### src/pai_pkg.sv
package pai_pkg;

  // request codes
  localparam logic [1:0] REQ_INSERT = 2'd0;
  localparam logic [1:0] REQ_DELETE = 2'd1;
  localparam logic [1:0] REQ_SEARCH = 2'd2;

  // status codes
  localparam logic [1:0] STAT_OK     = 2'd0;
  localparam logic [1:0] STAT_BADPOS = 2'd1;
  localparam logic [1:0] STAT_FULL   = 2'd2;

  // match bits examined per scan cycle
  localparam int unsigned SCAN_W = 8;

  typedef enum logic [1:0] {
    S_IDLE,
    S_SCAN,
    S_WAIT
  } state_e;

  // shift control broadcast along the cell row
  typedef struct packed {
    logic ins;
    logic del;
  } cell_ctrl_t;

  // scanner status back to the controller
  typedef struct packed {
    logic done;
    logic hit;
  } scan_stat_t;

  // one result beat
  typedef struct packed {
    logic [1:0] status;
    logic       found;
    logic [6:0] found_index;
    logic [7:0] entry_count;
  } res_t;

endpackage

### src/pai_scan.sv
module pai_scan #(
  parameter int unsigned DEPTH = 128,
  parameter int unsigned IW    = 7
) (
  input  logic                clk_i,
  input  logic                rst_ni,
  input  logic                start_i,
  input  logic [DEPTH-1:0]    match_i,
  output pai_pkg::scan_stat_t stat_o,
  output logic [IW-1:0]       index_o
);
  import pai_pkg::*;

  localparam int unsigned NChunk = (DEPTH + SCAN_W - 1) / SCAN_W;
  localparam int unsigned KW     = (NChunk > 1) ? $clog2(NChunk) : 1;
  localparam int unsigned MW     = NChunk * SCAN_W;
  localparam int unsigned EW     = $clog2(SCAN_W);

  logic          busy_q, busy_d;
  logic [KW-1:0] chunk_q, chunk_d;
  logic [MW-1:0] vec;
  logic [SCAN_W-1:0] bits;
  logic [EW-1:0] enc;
  logic          hit, last;

  assign vec  = MW'(match_i);
  assign bits = vec[chunk_q*SCAN_W +: SCAN_W];
  assign hit  = |bits;
  assign last = (chunk_q == KW'(NChunk - 1));

  // lowest set bit of the current chunk
  always_comb begin
    enc = '0;
    for (int b = SCAN_W - 1; b >= 0; b--) begin
      if (bits[b]) begin
        enc = EW'(b);
      end
    end
  end

  // walk the chunks from the bottom, stop at the first hit or at the last chunk
  always_comb begin
    busy_d  = busy_q;
    chunk_d = chunk_q;
    if (start_i) begin
      busy_d  = 1'b1;
      chunk_d = '0;
    end else if (busy_q) begin
      if (hit || last) begin
        busy_d = 1'b0;
      end else begin
        chunk_d = chunk_q + KW'(1);
      end
    end
  end

  always_ff @(posedge clk_i or negedge rst_ni) begin
    if (!rst_ni) begin
      busy_q  <= 1'b0;
      chunk_q <= '0;
    end else begin
      busy_q  <= busy_d;
      chunk_q <= chunk_d;
    end
  end

  assign stat_o.done = busy_q && (hit || last);
  assign stat_o.hit  = busy_q && hit;
  assign index_o     = IW'({chunk_q, enc});

endmodule

### config.mk
export PLATFORM = sky130hd
export DESIGN_NAME = pai_scan
export DESIGN_NICKNAME = d
export VERILOG_FILES = /design/src/pai_pkg.sv /design/src/pai_scan.sv
export SDC_FILE = /design/constraint.sdc
export NUM_CORES = 1
export LEC_CHECK = 0
export ABC_AREA = 1
export BUFFER_PORTS_ARGS = -buffer_cell sky130_fd_sc_hd__clkbuf_2
export CORE_MARGIN = 4
export CORE_UTILIZATION = 37
export CTS_CLUSTER_SIZE = 16
export DETAILED_ROUTE_END_ITERATION = 8
export PLACE_DENSITY_LB_ADDON = 0.25
export SLEW_MARGIN = 20
export SYNTH_ARGS = -nofsm -noshare
export SYNTH_HDL_FRONTEND = slang
export SYNTH_SLANG_ARGS = --single-unit
### constraint.sdc
create_clock -name clk_i -period 2 [get_ports clk_i]
set_input_delay 0.4 -clock clk_i [delete_from_list [all_inputs] [get_ports clk_i]]
set_output_delay 0.4 -clock clk_i [all_outputs]
set_load 0.01 [all_outputs]
==> Flow_metrics.wiki <==
{| class="wikitable"
! Metric !! Value
|-
| Share of the clock period used by the worst path after layout || 123%
|-
| Initial core utilization || 38.7%
|-
| Register bit total from synthesis || 5
|-
| Leakage component of the power || 1.96 nW
|-
| Total detailed-routing wirelength || 7.19 mm
|-
| Post-synth design cell area || 1870 um2
|-
| DRT Pass-1 Iters || 4
|-
| Area of all sequential standard cells || 126 um2
|-
| Worst setup slack after placement || -0.291 ns
|-
| Sequential cell fraction of total power || 8.5%
|-
| Routability-driven placement congestion ratio || 0.892
|-
| Failing checks || setup timing
|-
| Port-buffer cells || 139
|-
| Setup-violating endpoint count in the final report || 10
|-
| Switching share of power || 45.9%
|-
| Total of max-cap violations || 0
|-
| Floorplan Core Area || 4820 um2
|-
| Register-to-register setup slack || -0.11 ns
|-
| Worst path required time || 1.60 ns
|-
| Synth top area share || 37.6%
|-
| Syn nets || 537
|-
| Highest Clock Rate || 408 MHz
|-
| Filler instances || 487
|-
| DRC viols || 0
|-
| Post-synth cell types || 23
|-
| Worst hold slack after final layout || 0.497 ns
|-
| Sequential share of the synthesized area || 6.71%
|-
| Crit path setup slack, layout || -0.450 ns
|-
| Number of slew-limit violations in the final report || 0
|-
| Tmin final || 2.45 ns
|-
| Area of the die || 6240 um2
|-
| First-pass GRT wire length || 11.3 mm
|-
| Clock latency reported for the late side of the worst-skew pair || 0.22 ns
|-
| Critical path start-end classification || flop to output port
|-
| Number of nets at the end of the flow || 689
|-
| Clock share of power || 12.9%
|-
| Total power density per cell area || 463 nW/um2
|-
| Vias in the first global route || 2664
|-
| Commonest cells after routing, fill and taps aside || sky130_fd_sc_hd__nand2_1, sky130_fd_sc_hd__clkbuf_2, sky130_fd_sc_hd__nand3_1
|-
| Critical path startpoint category || flop
|-
| Combinational group share of total power || 78.6%
|-
| Most common cell after layout, fill and taps aside || sky130_fd_sc_hd__nand2_1
|-
| Avg Inst Size Synth || 4.61 um2
|-
| Crit-path max FO || 8
|-
| Largest net degree at the start of global routing || 28
|-
| Clock root buffer || sky130_fd_sc_hd__clkbuf_8
|-
| Crit end category || output port
|-
| Largest cells by area after synthesis || sky130_fd_sc_hd__nand2_1, sky130_fd_sc_hd__nand3_1, sky130_fd_sc_hd__inv_1, sky130_fd_sc_hd__dfrtp_1, sky130_fd_sc_hd__nor2_1
|-
| Crit path arrival time || 2.05 ns
|-
| Share of post-route cells with drive strength above 1 || 36.2%
|-
| DRC marker count from the first detailed-route iteration || 106
|-
| Number of sinks on the clock net || 5
|-
| Routed wirelength normalized by instance count || 11.5 um
|-
| Total congestion overflow after global routing || 0
|-
| Cell-internal power || 0.768 mW
|-
| Least-Margin Pin Slew || 0.331 ns
|-
| Cts bufs inserted || 3
|-
| Drt via density || 4.66
|-
| Antenna cells || 0
|-
| Die outline width || 79.0 um
|-
| Hold WC Path Type || primary input to flop
|-
| CTS tree || done
|-
| Number of cell rows || 25
|-
| Clock-pin slew on the worst setup and hold paths || 0.04 ns
|-
| Vertical die dimension || 79.0 um
|-
| Number of ports placed on the die boundary || 140
|-
| Clock Skews || 0.00282 ns
|-
| Area after detailed placement || 2740 um2
|-
| Number of H-tree levels || 1
|-
| GRT Resource Usage Total || 21.7%
|-
| Total number of yosys warnings || 0
|-
| Area of the multi-input gates || 1460 um2
|-
| Number of nets with antenna violations after routing || 0
|-
| Maximum buffer depth of the clock tree || 2
|-
| Initial antenna violation count || 0
|-
| Vias after detailed routing || 2903
|-
| IR Drop Worst-Case VDD || 332 uV
|-
| Area Growth Syn to Fin || 64.5%
|-
| Final HPWL from detailed placement || 5.42 mm
|-
| Hold Vio Cnt, Final || 0
|-
| Setup repair after global routing missed its margin || true
|-
| Biggest area consumer among synthesized cells || sky130_fd_sc_hd__nand2_1
|-
| Net switching component of the power || 0.653 mW
|-
| Result of the run || complete, but fails checks
|-
| Area of all placed cells without fillers || 3070 um2
|-
| Relative slew slack || 77.9%
|-
| Post-Syn Instances || 405
|}
## flip-flops by register name, summed over array words and instances (netlist names)
signal   cells
chunk_q      4
busy_q       1
## kinds of logic after synthesis
| kind of cell | Yosys count | synth area share (%) |
|---|---|---|
| buffers and inverters | 88 | 20.5 |
| xor gates and xnor gates | 2 | 0.939 |
| and+or+nand+nor | 290 | 65.3 |
| adders and majority gates | 1 | 0.671 |
| DFF | 5 | 6.71 |
| AOI/OAI and AO/OA | 19 | 5.90 |
## routing by layer
metal	wire, um	up-vias	share of wire (%)	track usage, %
li1	-	1540	-	-
met1	2910	1211	41	26.0
met2	3470	134	48	39.6
met3	621	18	8.6	3.17
met4	184	0	2.6	7.04
met5	0	-	0	0
## worst max-delay path: stages, from the launching register on
cell and delay (ns):
sky130_fd_sc_hd__dfrtp_2 0.43, sky130_fd_sc_hd__buf_8 0.16, sky130_fd_sc_hd__buf_16 0.14, sky130_fd_sc_hd__nor2_2 0.10, sky130_fd_sc_hd__nor2_1 0.05, sky130_fd_sc_hd__o21ai_1 0.07
sky130_fd_sc_hd__nand3_1 0.11, sky130_fd_sc_hd__nand3_2 0.10, sky130_fd_sc_hd__nand2_4 0.07, sky130_fd_sc_hd__o21bai_1 0.14, sky130_fd_sc_hd__nand2_1 0.07, sky130_fd_sc_hd__nand2_1 0.07
sky130_fd_sc_hd__nand2_1 0.06, sky130_fd_sc_hd__a21oi_2 0.12, sky130_fd_sc_hd__buf_2 0.14
## through the flow
step	cells	util (%)	TNS [ns]	total power [mW]
after CTS	621	61.3	-2.43	1.35
after floorplan	405	-	-0.0231	0.735
final	623	63.7	-2.51	1.42
after global routing	623	63.7	-3.83	1.56
after detailed placement	609	56.9	-2.10	1.06
after global placement	609	56.9	-1.65	1.05
## what timing repair did
item,4_1_cts,5_1_grt
gates cloned,3,1
setup endpoints to repair,10,10
setup buffers,4,1
hold buffers,1,0
hold endpoints to repair,5,0
pin swaps,10,18
resized for setup,17,25
## power by group through the flow
stage | sequential, mW | clock [mW] | combinational (mW)
after floorplan | 0.123 | 0 | 0.611
after global placement | 0.120 | 0 | 0.930
after detailed placement | 0.121 | 0 | 0.940
after CTS | 0.120 | 0.185 | 1.04
after global routing | 0.122 | 0.193 | 1.25
final | 0.121 | 0.183 | 1.12
## area by class of cell
cell class / instances / share of cell area [%]
inverters: 63 / 8.23
repair inverters: 1 / 0.285
repair buffers: 171 / 35.7
flip-flops and latches: 5 / 4.12
clock buffers: 4 / 1.47
multi-input cells: 312 / 47.5
well taps: 67 / 2.73
## worst paths after layout
kind | start | depth (start not counted) | endpoint
min in group asynchronous | rst_ni | 2 | busy_q
worst min register to register | busy_q | 2 | busy_q
max in group asynchronous | rst_ni | 2 | chunk_q[0]
worst max register to register | chunk_q[0] | 16 | chunk_q[2]
worst max-delay path | chunk_q[0] | 14 | index_o[0]
worst min-delay path | start_i | 4 | chunk_q[3]
## synthesized netlist by cell type, drive strengths merged
cell type	instances
nor2	24
o21bai	1
xor2	1
nand2	188
a21oi	4
dfrtp	5
xnor2	1
ha	1
inv	63
clkbuf	4
buf	21
nand3	78
a21boi	1
o21ai	9
o211ai	4
No activity file was read; power rests on OpenSTA's default activity.
