<file path="config.mk">
export PLATFORM = sky130hd
export DESIGN_NAME = pai_cell
export DESIGN_NICKNAME = d
export VERILOG_FILES = /design/src/pai_pkg.sv /design/src/pai_cell.sv
export SDC_FILE = /design/constraint.sdc
export NUM_CORES = 1
export LEC_CHECK = 0
export BUFFER_PORTS_ARGS = -buffer_cell sky130_fd_sc_hd__buf_2
export CELL_PAD_IN_SITES_DETAIL_PLACEMENT = 1
export CELL_PAD_IN_SITES_GLOBAL_PLACEMENT = 1
export CORE_MARGIN = 4
export CORE_UTILIZATION = 26
export DETAILED_ROUTE_END_ITERATION = 8
export HOLD_SLACK_MARGIN = 0.12
export MAX_ROUTING_LAYER = met4
export PLACE_DENSITY_LB_ADDON = 0.1
export SYNTH_ARGS = -nofsm -noshare
export SYNTH_HDL_FRONTEND = slang
export SYNTH_SLANG_ARGS = --single-unit
</file>
<file path="constraint.sdc">
create_clock -name clk_i -period 3.8 [get_ports clk_i]
set_clock_uncertainty 0.1 [all_clocks]
set_input_delay 0.19 -clock clk_i [delete_from_list [all_inputs] [get_ports clk_i]]
set_output_delay 0.19 -clock clk_i [all_outputs]
set_load 0.02 [all_outputs]
</file>
<file path="src/pai_pkg.sv">
package pai_pkg;

  // request codes
  localparam logic [1:0] REQ_INSERT = 2'd0;
  localparam logic [1:0] REQ_DELETE = 2'd1;
  localparam logic [1:0] REQ_SEARCH = 2'd2;

  // status codes
  localparam logic [1:0] STAT_OK     = 2'd0;
  localparam logic [1:0] STAT_BADPOS = 2'd1;
  localparam logic [1:0] STAT_FULL   = 2'd2;

  // match bits examined per scan cycle
  localparam int unsigned SCAN_W = 8;

  typedef enum logic [1:0] {
    S_IDLE,
    S_SCAN,
    S_WAIT
  } state_e;

  // shift control broadcast along the cell row
  typedef struct packed {
    logic ins;
    logic del;
  } cell_ctrl_t;

  // scanner status back to the controller
  typedef struct packed {
    logic done;
    logic hit;
  } scan_stat_t;

  // one result beat
  typedef struct packed {
    logic [1:0] status;
    logic       found;
    logic [6:0] found_index;
    logic [7:0] entry_count;
  } res_t;

endpackage

</file>
<file path="src/pai_cell.sv">
module pai_cell #(
  parameter int unsigned IDX = 0,
  parameter int unsigned PW  = 8
) (
  input  logic                clk_i,
  input  pai_pkg::cell_ctrl_t ctrl_i,
  input  logic [PW-1:0]       pos_i,
  input  logic [PW-1:0]       cnt_i,
  input  logic [31:0]         val_i,
  input  logic [31:0]         left_i,
  input  logic [31:0]         right_i,
  input  logic [31:0]         key_i,
  output logic [31:0]         entry_o,
  output logic                match_o
);
  import pai_pkg::*;

  localparam logic [PW-1:0] MyIdx = PW'(IDX);

  logic [31:0] entry_q, entry_d;

  // insert: cells above the slot take the left neighbor, the slot takes the value
  // delete: cells from the slot up take the right neighbor
  always_comb begin
    entry_d = entry_q;
    if (ctrl_i.ins) begin
      if (MyIdx > pos_i) begin
        entry_d = left_i;
      end else if (MyIdx == pos_i) begin
        entry_d = val_i;
      end
    end else if (ctrl_i.del) begin
      if (MyIdx >= pos_i) begin
        entry_d = right_i;
      end
    end
  end

  always_ff @(posedge clk_i) begin
    entry_q <= entry_d;
  end

  assign entry_o = entry_q;
  // only entries below the count take part in a search
  assign match_o = (entry_q == key_i) && (MyIdx < cnt_i);

endmodule

</file>
==> impl_metrics.yaml, run 1 <==
setup_path:
  path_buf_inv: 1
  path_cells: "xor2_1, nor4_1, nand4_1, a2111oi_1, buf_2"
  worst-setup-path-type: "reg2out"
  cp_slowest_cell: "nor4_1"
  worst_ep_required_time_ns: 3.51
  slowest_delay_ns: 0.45
  crit_family: "simple AND/OR/NAND/NOR gates"
  cp_max_fo: 2
  critPathLaunchType: "register"
  endpoint_kind: "output pin"
  worst-endpoint-arrival_ns: 2.02
sta:
  setup_viol: 0
  fmax_mhz: 434
  worstMarginPinSlew_ns: 0.940
  final.setup.tns_ns: 0
  hold_viol: 0
  fin_ws_ns: 1.49
  timing.final.max_slew_violations: 0
  maxSlewHeadroom_pct: 37.2
  fin_crit_sh_pct: 60.7
  min_period_ns: 2.31
  rsz0062_at_grt: "false"
floorplan:
  fp.dieW_um: 89.5
  start_util_pct: 27.0
  core_area_um2: 6390
  die_y_um: 89.5
  rows: 29
  dieArea_um2: 8010
  ioPinCount: 180
layout:
  fillers: 732
  stdcell_count: 405
  post-route-util_pct: 50.5
  largest_register_ffs: 32
  seqCellArea_um2: 961
  area_growth_pct: 86.8
  antenna_cells: 0
  drive_gt1_share_pct: 56.7
  multi_input_area_um2: 754
  nets: 474
yosys:
  ys_types: 13
  post-synth-top-area-fraction_pct: 55.7
  yosysSeqAreaShare_pct: 55.7
  netlist_instances: 117
  yosysTopAreaCell: "edfxtp_1"
  netlist_area_um2: 1730
  yosys_warnings: 0
  synthFlopType: "edfxtp_1"
  avgSynthCellArea_um2: 14.8
  ys_ff_latch: 32
  synthArstFlopShare_pct: 0
  yosys-top-cells-area: "edfxtp_1, mux2_2, xor2_1, nor4_1, xnor2_1"
  syn_nets: 264
  yosys-top-cells-count: "edfxtp_1, mux2_2, xor2_1"
  synth_edf_count: 32
grt:
  grt_pass1_wl_um: 9000
  grt_usage_pct: 15.6
  grt_max_degree: 33
  grt_overflow: 0
  antenna_found_initial: 0
  grt_pass1_vias: 1957
place:
  dp_hpwl_um: 4540
  place_inst: 338
  dp_slack_ns: 1.66
  place.gp.congestion: 0.699
  io_buffers: 147
cts:
  cts_buffers: 5
  clkTransAtPathRegs_ns: 0.06
  cts_hold_buf: 58
  ctsRootBufferMaster: "clkbuf_8"
  cts_tree: "built"
  clk_path_buf_depth: 2
  cts_sinks: 32
  cts_resized: 0
  htreeDepth: 2
  post_cts_buffers: 0
power_and_ir_drop:
  power_density_nw_per_um2: 252
  p_leak_nw: 1.42
  max-vdd-ir-drop_mv: 0.132
route:
  drt_iter0_markers: 36
  drc: 0
  wire_per_inst_um: 15.1
  ant_nets: 0
  vias_per_cell: 4.34
  drt_first_pass_iters: 3
  num_vias: 1758
  drt_wl_total_um: 6120
outcome:
  status: "complete, no violations"
job:
  maxCapViolCount: 0
min_path:
  worstHoldPathType: "in2reg"
[cell families (layout without fill, tap and decap cells)]
| group | Yosys count | after routing | synth area share, % |
|---|---|---|---|
| compound gates | 2 | 2 | 0.869 |
| xor+xnor | 32 | 32 | 16.2 |
| buf+inv | 4 | 215 | 1.09 |
| flops | 32 | 32 | 55.7 |
| simple gates | 15 | 15 | 5.29 |
| mux | 32 | 32 | 20.9 |
[layout make-up]
type / instances / share of cell area (%)
Timing Repair Buffer: 207 / 41.3
Sequential cell: 32 / 29.8
Multi-Input combinational cell: 81 / 23.4
Tap cell: 77 / 2.99
Clock buffer: 7 / 2.37
Clock inverter: 1 / 0.116
[layout by cell type (no fill, tap or decap), types with 2 or more instances in the layout]
cell,Yosys,layout
edfxtp_1,32,32
clkbuf_1,1,2
nand4_1,2,2
clkbuf_8,0,5
dlygate4sd3_1,0,59
xnor2_1,4,4
xor2_1,28,28
buf_2,3,147
nor4_1,10,10
mux2_2,32,32
[per-layer routing]
| metal | part of all wire (%) | vias up | global-route usage [%] |
|---|---|---|---|
| li1 | - | 865 | - |
| met4 | 0.83 | 0 | 3.25 |
| met3 | 8.7 | 6 | 4.52 |
| met5 | 0 | - | - |
| met1 | 36 | 806 | 16.1 |
| met2 | 55 | 81 | 29.0 |
[final timing paths]
kind | slack (ns) | from | cells after the start | to
setup / recovery | 1.49 | entry_o[26]$_DFFE_PP_ | 5 | match_o
hold / removal | 0.13 | right_i[10] | 2 | entry_o[10]$_DFFE_PP_
[power breakdown]
part | switching [W] | internal, W
clock | 0.000118 | 0.000127
sequential | 0.000000633 | 0.000392
combinational | 0.0000508 | 0.000124
total | 0.000170 | 0.000644
[per-stage QoR]
| stage | power [W] | hold WS, ns | instance area [um2] |
|---|---|---|---|
| final | 0.000813 | 0.129 | 3230 |
| after floorplan | 0.000450 | 0.310 | 1730 |
| after global routing | 0.000860 | 0.125 | 3230 |
| after CTS | 0.000827 | 0.121 | 3220 |
| after detailed placement | 0.000517 | 0.395 | 2550 |
| after global placement | 0.000514 | 0.393 | 2550 |
Power figures use the tool's default switching activity.
==> run 2, diff against run 1 <==
- ABC_AREA: not set -> 1
- CORE_UTILIZATION: 26 -> 21
- clock period: 3.8 -> 2 ns (I/O delays scaled with it)
==> run 2 against run 1 <==
Net effect:
- via count rose by 39%
- clock power rose by 100%
- power rose by 97%
- first-iteration DRC count rose by 28%
- sequential power rose by 90%
- non-clock buffer count rose by 7
- synthesized area rose by 15%
- worst setup slack got worse by 1.3 ns
==> impl_metrics.yaml, run 2 <==
outcome:
  status: "complete, no violations"
setup_path:
  endpoint_kind: "output pin"
  worst-setup-path-type: "reg2out"
  worst-endpoint-arrival_ns: 1.57
  cp-startpoint: "entry_o[2]$_DFFE_PP_"
  cp_max_fo: 3
  worst_ep_required_time_ns: 1.80
  critPathLaunchType: "register"
  crit_path_end: "match_o"
yosys:
  avgSynthCellArea_um2: 7.13
  ys_ff_latch: 32
  syn_nets: 425
  yosys-top-cells-area: "edfxtp_1, nand2_1, inv_1, xnor2_1, nor2_1"
  ys_types: 15
  yosysTopAreaCell: "edfxtp_1"
  synthFlopType: "edfxtp_1"
  synthArstFlopShare_pct: 0
  synth_edf_count: 32
  post-synth-top-area-fraction_pct: 48.5
  yosys_warnings: 0
  netlist_area_um2: 1980
  yosys-top-cells-count: "nand2_1, inv_1, edfxtp_1"
  yosysSeqAreaShare_pct: 48.5
  netlist_instances: 278
  yosysMostFrequentCell: "nand2_1"
grt:
  grt_usage_pct: 14.0
  grt_pass1_wl_um: 12000
  grt_overflow: 0
  grt_pass1_vias: 2698
  grt_max_degree: 33
  antenna_found_initial: 0
place:
  dp_slack_ns: 0.544
  place.gp.congestion: 0.764
  dp_hpwl_um: 5740
  place_inst: 532
  io_buffers: 147
power_and_ir_drop:
  p_clk_share_pct: 30.5
  power_density_nw_per_um2: 449
  p_sw_w: 0.000395
  p_sw_share_pct: 24.6
  combPwrFrac_pct: 23.0
  p_leak_nw: 1.92
  max-vdd-ir-drop_mv: 0.217
  seqPwrFrac_pct: 46.4
  internal_power_w: 0.00121
floorplan:
  rows: 35
  dieArea_um2: 11100
  fp.dieW_um: 105
  core_area_um2: 9200
  ioPinCount: 180
  die_y_um: 105
  start_util_pct: 21.6
cts:
  cts_hold_buf: 64
  clkTransAtPathRegs_ns: 0.07
  clk_path_buf_depth: 2
  cts_resized: 0
  cts_buffers: 5
  post_cts_buffers: 0
  cts_tree: "built"
  cts_sinks: 32
  ctsRootBufferMaster: "clkbuf_8"
  htreeDepth: 2
job:
  maxCapViolCount: 0
layout:
  largest_register_ffs: 32
  seqCellArea_um2: 961
  stdcell_count: 604
  nets: 639
  antenna_cells: 0
  area_growth_pct: 80.6
  fillers: 1203
  drive_gt1_share_pct: 33.1
  final_common_cell: "nand2_1"
  multi_input_area_um2: 855
  layout_common_cells: "nand2_1, buf_2, dlygate4sd3_1"
sta:
  setup_viol: 0
  maxSlewHeadroom_pct: 59.9
  timing.final.max_slew_violations: 0
  final.setup.tns_ns: 0
  hold_viol: 0
  fin_crit_sh_pct: 88.3
  worstMarginPinSlew_ns: 0.601
  min_period_ns: 1.77
  fmax_mhz: 566
  rsz0062_at_grt: "false"
  fin_ws_ns: 0.234
route:
  vias_per_cell: 4.05
  ant_nets: 0
  drt_first_pass_iters: 4
  num_vias: 2449
  drt_wl_total_um: 7630
  wire_per_inst_um: 12.6
  drt_iter0_markers: 46
  drc: 0
min_path:
  worstHoldPathType: "in2reg"
run 2: area by class of cell:
| type | count | area share [%] |
|---|---|---|
| Sequential cell | 32 | 26.8 |
| Timing Repair Buffer | 214 | 39.4 |
| Tap cell | 111 | 3.88 |
| Inverter | 35 | 3.67 |
| Multi-Input combinational cell | 204 | 23.9 |
| Clock buffer | 5 | 1.92 |
| Clock inverter | 3 | 0.384 |
run 2: worst min path at each step:
stage                                 end  cells past startpoint  slack [ns]   startpoint
detailed placement  entry_o[11]$_DFFE_PP_                      3        0.27  right_i[11]
CTS                 entry_o[14]$_DFFE_PP_                      4        0.33     pos_i[4]
floorplan            entry_o[0]$_DFFE_PP_                      2        0.18   right_i[0]
global route        entry_o[30]$_DFFE_PP_                      4        0.34     pos_i[5]
global placement    entry_o[31]$_DFFE_PP_                      3        0.27  right_i[31]
finish              entry_o[30]$_DFFE_PP_                      4        0.34     pos_i[4]
run 2: per-layer routing:
layer	share of wire [%]	track usage (%)
met3	4.9	2.59
met4	1.2	4.03
met5	0	-
met2	53	26.5
met1	41	14.8
run 2: through the flow:
stage | util, % | hold WS [ns] | power, W | cell area (um2)
floorplan | - | 0.179 | 0.000870 | 1980
global placement | 31.1 | 0.266 | 0.00101 | 2860
detailed placement | 31.1 | 0.269 | 0.00102 | 2860
CTS | 38.9 | 0.328 | 0.00164 | 3580
global route | 38.9 | 0.345 | 0.00171 | 3580
finish | 38.9 | 0.335 | 0.00161 | 3580
run 2: kinds of logic after synthesis:
logic type,Yosys count,share of synthesized area [%]
AND/OR/NAND/NOR,187,36.5
buffers and inverters,42,8.40
flip-flops,32,48.5
XOR/XNOR,11,4.86
AO/OA/AOI/OAI,6,1.77
run 2: worst max-delay path: stages, from the launching register on:
cell and delay (ns):
edfxtp_1 0.41, nand2_1 0.09, o21ai_0 0.10, nor2_1 0.10
nand2_1 0.07, nor2_2 0.10, nand3_1 0.13, nor2_2 0.10
buf_2 0.17
run 2: power by group through the flow:
stage               Clock, W  Combinational [W]  Sequential [W]
CTS                 0.000521           0.000373        0.000746
global route        0.000544           0.000418        0.000746
floorplan                  0           0.000107        0.000763
detailed placement         0           0.000255        0.000761
finish              0.000491           0.000370        0.000746
global placement           0           0.000248        0.000761
==> run 3, diff against run 2 <==
- CELL_PAD_IN_SITES_DETAIL_PLACEMENT: 1 -> not set
- CELL_PAD_IN_SITES_GLOBAL_PLACEMENT: 1 -> not set
- CORE_UTILIZATION: 21 -> 34
- PLACE_DENSITY: not set -> 0.77
- PLACE_DENSITY_LB_ADDON: 0.1 -> not set
==> run 3 against run 2 <==
Net effect:
- sequential share of layout area increased by 0.48 points
- power decreased by 2.3%
- clock-buffer cell count unchanged
- sequential power about the same
- global-route usage increased by 5.9 points
- maximum frequency increased by 4.4%
- worst hold slack got worse by 0.0091 ns
- clock power decreased by 7.3%
- utilization increased by 24 points
- flip-flop and latch count unchanged
- wire length decreased by 9.6%
- first-iteration DRC count increased by 83%
- critical path type unchanged
- critical endpoint unchanged
- largest cell class unchanged
- highest routed layer unchanged
==> impl_metrics.yaml, run 3 (same netlist as run 2, synthesis figures left out) <==
outcome:
  status: "complete, no violations"
sta:
  maxSlewHeadroom_pct: 64.2
  setup_viol: 0
  min_period_ns: 1.69
  whs_ns: 0.326
  worstMarginPinSlew_ns: 0.536
  hold_viol: 0
  final.setup.tns_ns: 0
  fin_crit_sh_pct: 84.6
  fin_ws_ns: 0.308
  rsz0062_at_grt: "false"
  fmax_mhz: 591
  timing.final.max_slew_violations: 0
layout:
  layout_common_cells: "nand2_1, buf_2, dlygate4sd3_1"
  drive_gt1_share_pct: 32.6
  antenna_cells: 0
  final_common_cell: "nand2_1"
  fillers: 502
  nets: 638
  area_growth_pct: 77.5
  design_area_um2: 3520
  largest_register_ffs: 32
cts:
  clk_path_buf_depth: 2
  cts_resized: 0
  ctsRootBufferMaster: "clkbuf_8"
  htreeDepth: 2
  cts_sinks: 32
  cts_buffers: 5
  cts_tree: "built"
  clkTransAtPathRegs_ns: 0.07
min_path:
  worstHoldPathType: "in2reg"
  worstHoldStart: "pos_i[4]"
route:
  wire_per_inst_um: 12.2
  dr_wl_met3_um: 470
  vias_per_cell: 4.32
  met1_length_um: 2440
  drc: 0
  top_layer: "met4"
  drt_wl_total_um: 6890
  num_vias: 2434
  drt_first_pass_iters: 4
  drt_iter0_markers: 84
  wl_met2_um: 3810
  ant_nets: 0
power_and_ir_drop:
  total_power_w: 0.00157
  p_sw_w: 0.000366
  combPwrFrac_pct: 23.5
  internal_power_w: 0.00120
  max-vdd-ir-drop_mv: 0.400
  p_clk_share_pct: 29.0
  p_sw_share_pct: 23.3
  power_density_nw_per_um2: 446
  seqPwrFrac_pct: 47.6
  p_leak_nw: 1.91
grt:
  grt_pass1_wl_um: 11000
  grt_overflow: 0
  grt_max_degree: 33
  grt_usage_pct: 19.9
  antenna_found_initial: 0
  grt_pass1_vias: 2472
setup_path:
  worst_ep_required_time_ns: 1.80
  endpoint_kind: "output pin"
  path_buf_inv: 1
  cp_slowest_cell: "edfxtp_1"
  path_cells: "xnor2_1, nand2_1, nor2_1, nand3_1, nor2_2, buf_2"
  critPathLaunchType: "register"
  cp_max_fo: 2
  crit_family: "simple AND/OR/NAND/NOR gates"
  slowest_delay_ns: 0.41
  worst-setup-path-type: "reg2out"
  cp-startpoint: "entry_o[3]$_DFFE_PP_"
  worst-endpoint-arrival_ns: 1.49
floorplan:
  ioPinCount: 180
  core_area_um2: 5570
  start_util_pct: 35.6
  fp.dieW_um: 84.4
  dieArea_um2: 7110
  die_y_um: 84.4
  rows: 27
job:
  maxCapViolCount: 0
place:
  io_buffers: 147
  place.gp.congestion: 0.790
  placed_cell_area_um2: 2800
  dp_hpwl_um: 4890
  dp_slack_ns: 0.597
[run 3: changes by cell type in the layout (fill, tap and decap cells not counted), sizes merged]
cell,change
buf,-1
clkinv,-1
[run 3: timing repair]
| item | in CTS | in global routing |
|---|---|---|
| hold buffers | 64 | 0 |
| buffers inserted | 0 | 0 |
| endpoints found under the hold margin | 32 | 0 |
[run 3: area by class of cell]
class | instances | area (um2) | share of cell area, %
repair buffers | 213 | 1400 | 39.9
clock inverters | 2 | 7.51 | 0.213
inverters | 35 | 131 | 3.74
clock buffers | 5 | 68.8 | 1.96
well taps | 72 | 90.1 | 2.56
multi-input cells | 204 | 855 | 24.3
flip-flops and latches | 32 | 961 | 27.3
[run 3: power by group through the flow]
| stage | logic [W] | registers (W) | clock network [W] |
|---|---|---|---|
| detailed placement | 0.000246 | 0.000761 | 0 |
| finish | 0.000369 | 0.000746 | 0.000455 |
| floorplan | 0.000107 | 0.000763 | 0 |
| global route | 0.000411 | 0.000746 | 0.000498 |
| global placement | 0.000236 | 0.000761 | 0 |
| CTS | 0.000362 | 0.000746 | 0.000467 |
[run 3: layer usage]
| layer | GRT usage (%) | vias to the layer above |
|---|---|---|
| met5 | - | - |
| met4 | 7.48 | 0 |
| met3 | 3.63 | 16 |
| met2 | 39.2 | 92 |
| met1 | 19.0 | 1060 |
| li1 | - | 1266 |
[run 3: final timing paths]
kind / to / slack, ns / cells after the start
setup / recovery: match_o / 0.31 / 6
hold / removal: entry_o[30]$_DFFE_PP_ / 0.33 / 4
[run 3: stage by stage]
stage	cells	util [%]
finish	563	63.1
CTS	563	63.1
global placement	492	50.2
floorplan	278	-
detailed placement	492	50.2
global route	563	63.1
